File: src/hdl/ljc_pkg.sv
`timescale 1ns / 1ps
// ljc_pkg: shared widths, codes and control types of the pair energy block
package ljc_pkg;

   localparam int POS_FRAC_BITS = 16;

   localparam int POS_W   = 32;
   localparam int BOX_W   = 32;
   localparam int CHG_W   = 20;
   localparam int COEF_W  = 48;
   localparam int EN_W    = 64;
   localparam int CSR_AW  = 2;
   localparam int CSR_DW  = 32;

   // folded component magnitude stays below 2^32, so r2 below 3*2^64
   localparam int MAG_W   = POS_W;
   localparam int R2_W    = 2 * MAG_W + 2;
   localparam int R6_W    = 3 * R2_W;
   localparam int R12_W   = 6 * R2_W;

   localparam int SH6     = 6 * POS_FRAC_BITS - 16;
   localparam int SH12    = 12 * POS_FRAC_BITS - 16;

   localparam int MUL_OP_W = R6_W;
   localparam int MUL_P_W  = R12_W;

   localparam int NUM_W   = COEF_W + SH12;
   localparam int DEN_W   = R12_W;
   localparam int QB_W    = EN_W - 1;
   localparam int QCNT_W  = $clog2(EN_W);

   localparam int ROOT_W  = 50;
   localparam int TGT_W   = R2_W + 32;
   localparam int SQ_W    = 2 * ROOT_W + 2;
   localparam int RCNT_W  = $clog2(ROOT_W);

   localparam int QQ_W    = 2 * CHG_W;
   localparam int UQ_W    = QQ_W - 1;
   localparam int CQP_W   = CSR_DW + UQ_W;

   localparam logic [EN_W-1:0] TERM_CAP = {1'b0, {(EN_W-1){1'b1}}};
   localparam logic [EN_W-1:0] SUM_MIN  = {1'b1, {(EN_W-1){1'b0}}};

   localparam logic [BOX_W-1:0]  BOX_RESET   = 32'd655360;
   localparam logic [CSR_DW-1:0] SCALE_RESET = 32'd9105277;

   typedef enum logic [CSR_AW-1:0] {
      CSR_BOX_X = 2'd0,
      CSR_BOX_Y = 2'd1,
      CSR_BOX_Z = 2'd2,
      CSR_SCALE = 2'd3
   } csr_idx_type;

   typedef enum logic [1:0] {
      MSEL_R4,
      MSEL_R6,
      MSEL_R12,
      MSEL_CQ
   } mul_sel_type;

   typedef enum logic [1:0] {
      DSEL_E6,
      DSEL_E12,
      DSEL_CQ
   } div_sel_type;

   typedef enum logic [4:0] {
      ST_IDLE,
      ST_FOLD,
      ST_R4,
      ST_R4_WAIT,
      ST_R6,
      ST_R6_WAIT,
      ST_R12,
      ST_R12_WAIT,
      ST_E6,
      ST_E6_WAIT,
      ST_E12,
      ST_E12_WAIT,
      ST_ROOT,
      ST_ROOT_WAIT,
      ST_QMUL,
      ST_QMUL_WAIT,
      ST_QDIV,
      ST_QDIV_WAIT,
      ST_ACC
   } state_type;

   typedef struct packed {
      logic        load;
      logic        fold_en;
      logic        sq_en;
      logic [1:0]  axis;
      logic        mul_start;
      mul_sel_type mul_sel;
      logic        div_start;
      div_sel_type div_sel;
      logic        root_start;
      logic        lat_r6;
      logic        lat_r12;
      logic        lat_e6;
      logic        lat_e12;
      logic        acc_en;
      logic        emit;
   } ljc_cmd_type;

   typedef struct packed {
      logic mul_done;
      logic div_done;
      logic root_done;
      logic last;
   } ljc_stat_type;

endpackage

File: src/hdl/ljc_ctrl.sv
`timescale 1ns / 1ps
// ljc_ctrl: sequencer stepping one pair through fold, powers, square root, charge product, divides and sums
module ljc_ctrl (
   input  logic                  clock,
   input  logic                  reset,
   input  logic                  req_valid,
   output logic                  req_ready,
   output logic                  rsp_valid,
   input  logic                  rsp_ready,
   input  ljc_pkg::ljc_stat_type stat,
   output ljc_pkg::ljc_cmd_type  cmd
);
   import ljc_pkg::*;

   state_type  state_ff, state_in;
   logic [1:0] cnt_ff, cnt_in;
   logic       rsp_valid_ff, rsp_valid_in;
   logic       blocked;

   assign blocked = stat.last && rsp_valid_ff && !rsp_ready;

   // next state
   always_comb begin
      state_in = state_ff;
      cnt_in   = '0;
      case (state_ff)
         ST_IDLE:      if (req_valid) state_in = ST_FOLD;
         ST_FOLD: begin
            cnt_in = cnt_ff + 1'b1;
            if (cnt_ff == 2'd3) state_in = ST_R4;
         end
         ST_R4:        state_in = ST_R4_WAIT;
         ST_R4_WAIT:   if (stat.mul_done) state_in = ST_R6;
         ST_R6:        state_in = ST_R6_WAIT;
         ST_R6_WAIT:   if (stat.mul_done) state_in = ST_R12;
         ST_R12:       state_in = ST_R12_WAIT;
         ST_R12_WAIT:  if (stat.mul_done) state_in = ST_E6;
         ST_E6:        state_in = ST_E6_WAIT;
         ST_E6_WAIT:   if (stat.div_done) state_in = ST_E12;
         ST_E12:       state_in = ST_E12_WAIT;
         ST_E12_WAIT:  if (stat.div_done) state_in = ST_ROOT;
         ST_ROOT:      state_in = ST_ROOT_WAIT;
         ST_ROOT_WAIT: if (stat.root_done) state_in = ST_QMUL;
         ST_QMUL:      state_in = ST_QMUL_WAIT;
         ST_QMUL_WAIT: if (stat.mul_done) state_in = ST_QDIV;
         ST_QDIV:      state_in = ST_QDIV_WAIT;
         ST_QDIV_WAIT: if (stat.div_done) state_in = ST_ACC;
         ST_ACC:       if (!blocked) state_in = ST_IDLE;
         default:      state_in = ST_IDLE;
      endcase
   end

   // outputs
   always_comb begin
      cmd         = '0;
      cmd.mul_sel = MSEL_R4;
      cmd.div_sel = DSEL_E6;
      req_ready   = 1'b0;
      case (state_ff)
         ST_IDLE: begin
            req_ready = 1'b1;
            cmd.load  = req_valid;
         end
         ST_FOLD: begin
            cmd.fold_en = (cnt_ff != 2'd3);
            cmd.sq_en   = (cnt_ff != 2'd0);
            cmd.axis    = cnt_ff;
         end
         ST_R4: begin
            cmd.mul_start = 1'b1;
            cmd.mul_sel   = MSEL_R4;
         end
         ST_R6: begin
            cmd.mul_start = 1'b1;
            cmd.mul_sel   = MSEL_R6;
         end
         ST_R6_WAIT:  cmd.lat_r6 = stat.mul_done;
         ST_R12: begin
            cmd.mul_start = 1'b1;
            cmd.mul_sel   = MSEL_R12;
         end
         ST_R12_WAIT: cmd.lat_r12 = stat.mul_done;
         ST_E6: begin
            cmd.div_start = 1'b1;
            cmd.div_sel   = DSEL_E6;
         end
         ST_E6_WAIT:  cmd.lat_e6 = stat.div_done;
         ST_E12: begin
            cmd.div_start = 1'b1;
            cmd.div_sel   = DSEL_E12;
         end
         ST_E12_WAIT: cmd.lat_e12 = stat.div_done;
         ST_ROOT:     cmd.root_start = 1'b1;
         ST_QMUL: begin
            cmd.mul_start = 1'b1;
            cmd.mul_sel   = MSEL_CQ;
         end
         ST_QDIV: begin
            cmd.div_start = 1'b1;
            cmd.div_sel   = DSEL_CQ;
         end
         ST_QDIV_WAIT: cmd.div_sel = DSEL_CQ;
         ST_ACC: begin
            cmd.acc_en = !blocked;
            cmd.emit   = !blocked && stat.last;
         end
         default: ;
      endcase
   end

   assign rsp_valid_in = (rsp_valid_ff && !rsp_ready) || cmd.emit;

   always_ff @(posedge clock) begin
      if (reset) begin
         state_ff     <= ST_IDLE;
         cnt_ff       <= '0;
         rsp_valid_ff <= 1'b0;
      end else begin
         state_ff     <= state_in;
         cnt_ff       <= cnt_in;
         rsp_valid_ff <= rsp_valid_in;
      end
   end

   assign rsp_valid = rsp_valid_ff;
endmodule

File: config.mk
export PLATFORM = sky130hd
export DESIGN_NAME = ljc_ctrl
export DESIGN_NICKNAME = d
export VERILOG_FILES = /design/src/hdl/ljc_pkg.sv /design/src/hdl/ljc_ctrl.sv
export SDC_FILE = /design/constraint.sdc
export NUM_CORES = 1
export LEC_CHECK = 0
export ABC_AREA = 1
export BUFFER_PORTS_ARGS = -buffer_cell sky130_fd_sc_hd__buf_4
export CORE_MARGIN = 4
export CORE_UTILIZATION = 45
export CTS_BUF_LIST = sky130_fd_sc_hd__clkbuf_4 sky130_fd_sc_hd__clkbuf_8
export CTS_CLUSTER_SIZE = 40
export DETAILED_ROUTE_END_ITERATION = 8
export PLACE_DENSITY = 0.86
export SETUP_SLACK_MARGIN = 0.4
export SLEW_MARGIN = 25
export SYNTH_ARGS = -nofsm -noshare
export SYNTH_HDL_FRONTEND = slang
export SYNTH_SLANG_ARGS = --single-unit
File: constraint.sdc
create_clock -name clock -period 1.2 [get_ports clock]
set_input_delay 0.12 -clock clock [delete_from_list [all_inputs] [get_ports clock]]
set_output_delay 0.12 -clock clock [all_outputs]
set_load 0.005 [all_outputs]
==> run_results.csv, run 1 <==
group,metric,value,unit
sta,worst_endpoint,"cmd[0]",
logic_synthesis,yosysUniqueCellTypes,20,
clock_tree,cts_buffer_depth,2,
logic_synthesis,mappedNetlistArea,749,sq um
logic_synthesis,yosysWarnings,0,
clock_tree,numClockSinks,8,
die,boundaryPins,28,
run_status,status,"stopped before the end",
clock_tree,cts_hold_buf,0,
grt,grt_max_degree,11,
die,die_h,48.8,microns
place,hpwl,2140,microns
die,die-width,48.8,microns
logic_synthesis,synthCells,134,
logic_synthesis,synth.avg_cell_area,5.59,sq um
clock_tree,clock-root-buffer,"clkbuf_4",
logic_synthesis,ys_seq_elements,8,
clock_tree,cts.htree.levels,1,
logic_synthesis,seq_area_frac_synth,21.4,%
place,portBuffers,27,
logic_synthesis,syn_nets,144,
run_status,stop_stage,"5_1_grt",
sta,worst-ep-kind,"output port",
clock_tree,cts_made_buffers,3,
place,placed_cell_area,1250,sq um
die,row_count,14,
die,start_util,48.6,%
place,gp_routability_congestion,0.944,
run_status,error_line,"[ERROR DPL-0038] Utilization greater than 100%, impossible to legalize",
-- cells in the mapped netlist --
library cell | n | area, sq um
inv_1 | 23 | 86.3
nand3_2 | 3 | 30.0
nand2_2 | 2 | 12.5
buf_6 | 1 | 11.3
o21ai_0 | 1 | 5.00
nor2_4 | 1 | 11.3
nand3_1 | 9 | 45.0
nand4_1 | 6 | 37.5
o211ai_1 | 1 | 7.51
o21a_1 | 1 | 7.51
nor2_1 | 29 | 109
nor2_2 | 1 | 6.26
ha_1 | 2 | 25.0
nor3_1 | 6 | 30.0
a21oi_1 | 3 | 15.0
nand2_1 | 30 | 113
nor3b_1 | 1 | 7.51
nand2_4 | 1 | 11.3
dfxtp_1 | 8 | 160
inv_2 | 5 | 18.8
-- per-stage QoR --
step	setup TNS [ns]	instances	worst slack (ns)
2_1_floorplan	-0.0445	134	-0.0130
3_3_place_gp	-0.678	203	-0.150
3_5_place_dp	-1.06	203	-0.188
4_1_cts	-4.61	218	-0.246
-- timing repair --
action                                  CTS
resized for setup                        33
pin swaps                                13
endpoints found under the setup margin   28
setup buffers                            12
-- logic make-up after synthesis --
logic type      count (synthesis)  share of synthesized area, %
simple gates                   89                          55.1
fa+ha+maj                       2                          3.34
buf+inv                        29                          15.5
flops                           8                          21.4
compound gates                  6                          4.67
==> inputs of run 2 (changes only) <==
==> config.mk (replaced) <==
export PLATFORM = sky130hd
export DESIGN_NAME = ljc_ctrl
export DESIGN_NICKNAME = d
export VERILOG_FILES = /design/src/hdl/ljc_pkg.sv /design/src/hdl/ljc_ctrl.sv
export SDC_FILE = /design/constraint.sdc
export NUM_CORES = 1
export LEC_CHECK = 0
export ABC_AREA = 1
export BUFFER_PORTS_ARGS = -buffer_cell sky130_fd_sc_hd__buf_4
export CORE_AREA = 4 4 65 67
export DETAILED_ROUTE_END_ITERATION = 8
export DIE_AREA = 0 0 69 71
export PLACE_DENSITY_LB_ADDON = 0.15
export SLEW_MARGIN = 25
export SYNTH_ARGS = -nofsm -noshare
export SYNTH_HDL_FRONTEND = slang
export SYNTH_SLANG_ARGS = --single-unit
==> constraint.sdc (replaced) <==
create_clock -name clock -period 1.6 [get_ports clock]
set_input_delay 0.16 -clock clock [delete_from_list [all_inputs] [get_ports clock]]
set_output_delay 0.16 -clock clock [all_outputs]
set_load 0.005 [all_outputs]
==> run 2 against run 1 <==
The flow now finishes without violations. Synthesized cell count is the same. Area after synthesis unchanged.
==> run_results.csv, run 2 <==
group,metric,value,unit
run_status,status,"finished clean",
clock_tree,cts_tree,"built",
clock_tree,cts_buffer_depth,2,
logic_synthesis,ys_seq_elements,8,
job,max_cap_violations,0,
logic_synthesis,synthArstFlopShare,0,%
logic_synthesis,ys.flop_type,"dfxtp_1",
sta,period_share,95.2,%
grt,grt_overflow_total,0,
die,die_area,4900,sq um
grt,antenna_found_initial,0,
route,num_vias,900,
layout,fin_cells,216,
clock_tree,cts_hold_buf,0,
sta,slew_viol_final,0,
logic_synthesis,seq_area_frac_synth,21.4,%
sta,setup_violations,0,
route,routed_wl,2340,microns
worst_setup_path,critical_path_arrival,1.36,ns
clock_tree,cts.htree.levels,1,
place,gp_routability_congestion,0.857,
layout,diodes,0,
place,dp.cells,212,
sta,finalWorstSetupSlack,0.0769,ns
layout,largest_reg_flops,5,
clock_tree,numClockSinks,8,
worst_setup_path,crit_path_start_kind,"register",
power_and_ir_drop,power_density,1440,nW/um^2
sta,max_freq,657,MHz
grt,grt_pass1_vias,833,
route,via_per_inst,4.17,
logic_synthesis,synth_commonest_cells,"nand2_1 (30), nor2_1 (29), inv_1 (23)",
clock_tree,cts_made_buffers,3,
logic_synthesis,mappedNetlistArea,749,sq um
grt,track_usage,9.95,%
route,avgRoutedWirePerCell,10.8,microns
logic_synthesis,synthTopCellsByArea,"dfxtp_1 (21%), nand2_1 (15%), nor2_1 (15%)",
worst_hold_path,whs_path_depth,2,
place,portBuffers,27,
worst_hold_path,hold_class,"input port to register",
worst_setup_path,r2r_setup_slack,0.12,ns
die,die-width,69,microns
logic_synthesis,yosysWarnings,0,
logic_synthesis,synth.avg_cell_area,5.59,sq um
worst_setup_path,required,1.44,ns
sta,relSlewSlack,82.6,%
sta,clock_skew,0.00163,ns
worst_setup_path,critical_path_class,"register to primary output",
logic_synthesis,syn_nets,144,
route,drc,0,
die,die_h,71,microns
route,drtAntennaViolNets,0,
layout,most-common-layout-cells,"nand2_1 (30), buf_4 (30), nor2_1 (26)",
worst_setup_path,worstReg2RegStart,"state_ff[1]",
layout,regMostFlops,"state_ff",
layout,drive_gt1_share,35.1,%
worst_setup_path,endpoint_kind,"primary output",
grt,grt_pass1_wl,3890,microns
die,boundaryPins,28,
die,row_count,22,
place,hpwl,1970,microns
layout,multiInputGateArea,495,sq um
sta,hold_slack,0.135,ns
clock_tree,clkLatencyLatePin,0.23,ns
worst_setup_path,critPathMaxFanout,6,
clock_tree,clock-root-buffer,"clkbuf_8",
layout,nNetsFinal,180,
die,start_util,20.6,%
power_and_ir_drop,p_leak,0.659,nW
layout,nFillCells,428,
worst_setup_path,r2r_cells,10,
layout,regArea,169,sq um
route,first_pass_iters,4,
layout,area_delta_synth_final,49.2,%
logic_synthesis,yosysUniqueCellTypes,20,
sta,tightest_slew,0.260,ns
clock_tree,clk_pin_slew_worst_paths,0.04,ns
die,coreArea,3630,sq um
place,pre_cts_ws,0.0333,ns
logic_synthesis,synth_edf_count,0,
power_and_ir_drop,vdd.ir_drop.worst,0.000386,V
worst_setup_path,reg2reg_to,"state_ff[2]",
route,drtIter0Drc,45,
worst_hold_path,hold-path-endpoint,"rsp_valid",
grt,grt_max_degree,11,
sta,report.final.hold_viol_count,0,
logic_synthesis,synth_most_common_cell,"nand2_1",
logic_synthesis,synth_top_area_share,21.4,%
worst_hold_path,min-delay-start,"reset",
logic_synthesis,yosysTopAreaCell,"dfxtp_1",
logic_synthesis,synthCells,134,
sta,period_minus_slack,1.52,ns
run 2: layout make-up:
type	count	area share, %
well taps	48	5.37
clock buffers	3	3.69
inverters	28	9.40
repair buffers	32	22.1
multi-input cells	97	44.3
flip-flops and latches	8	15.1
run 2: worst max-delay path by stage:
| stage | depth (start not counted) | to | startpoint | slack (ns) |
|---|---|---|---|---|
| floorplan | 9 | state_ff[0] | state_ff[1] | 0.33 |
| global placement | 8 | state_ff[0] | state_ff[1] | 0.06 |
| detailed placement | 8 | state_ff[0] | state_ff[1] | 0.03 |
| CTS | 5 | cmd[13] | state_ff[0] | 0.007 |
| global route | 5 | cmd[13] | state_ff[0] | -0.0009 |
| finish | 6 | cmd[0] | state_ff[3] | 0.08 |
run 2: critical path, cell delays in order (launching register included):
cell and delay (ns):
dfxtp_4 0.36, nor2_4 0.18, nand2_1 0.09, nor3_1 0.22, nand2_1 0.11, inv_1 0.07
buf_4 0.10
run 2: logic make-up (layout without fill, tap and decap cells):
kind of cell / Yosys count / after routing / share of synthesized area, %
flops: 8 / 8 / 21.4
fa+ha+maj: 2 / 2 / 3.34
compound gates: 6 / 6 / 4.67
buf+inv: 29 / 63 / 15.5
simple gates: 89 / 89 / 55.1
run 2: per-stage QoR:
step | utilization (%) | cell area [sq um] | total power [mW] | setup TNS, ns
final | 30.8 | 1120 | 1.62 | 0
after global routing | 30.8 | 1120 | 1.77 | -0.000930
after CTS | 29.8 | 1080 | 1.58 | 0
after detailed placement | 28.4 | 1030 | 1.30 | 0
after global placement | 28.4 | 1030 | 1.33 | 0
after floorplan | - | 749 | 0.964 | 0
run 2: power breakdown:
part | internal [mW] | switching, mW | total [mW]
clock | 0.164 | 0.0852 | 0.249
combinational | 0.418 | 0.603 | 1.02
sequential | 0.264 | 0.0824 | 0.346
total | 0.846 | 0.770 | 1.62
run 2: repair_timing:
action / CTS / global route
pin swaps: 0 / 2
setup endpoints to repair: 5 / 14
setup buffers: 0 / 1
gates resized for setup: 4 / 11
run 2: metal layers:
| metal | vias to the layer above | global-route usage, % | share of wire (%) |
|---|---|---|---|
| met4 | 0 | 6.94 | 2.8 |
| li1 | 489 | - | - |
| met1 | 383 | 11.4 | 46 |
| met5 | - | 0 | 0 |
| met2 | 24 | 16.7 | 48 |
| met3 | 4 | 1.70 | 3.9 |
Power figures use the tool's default switching activity.
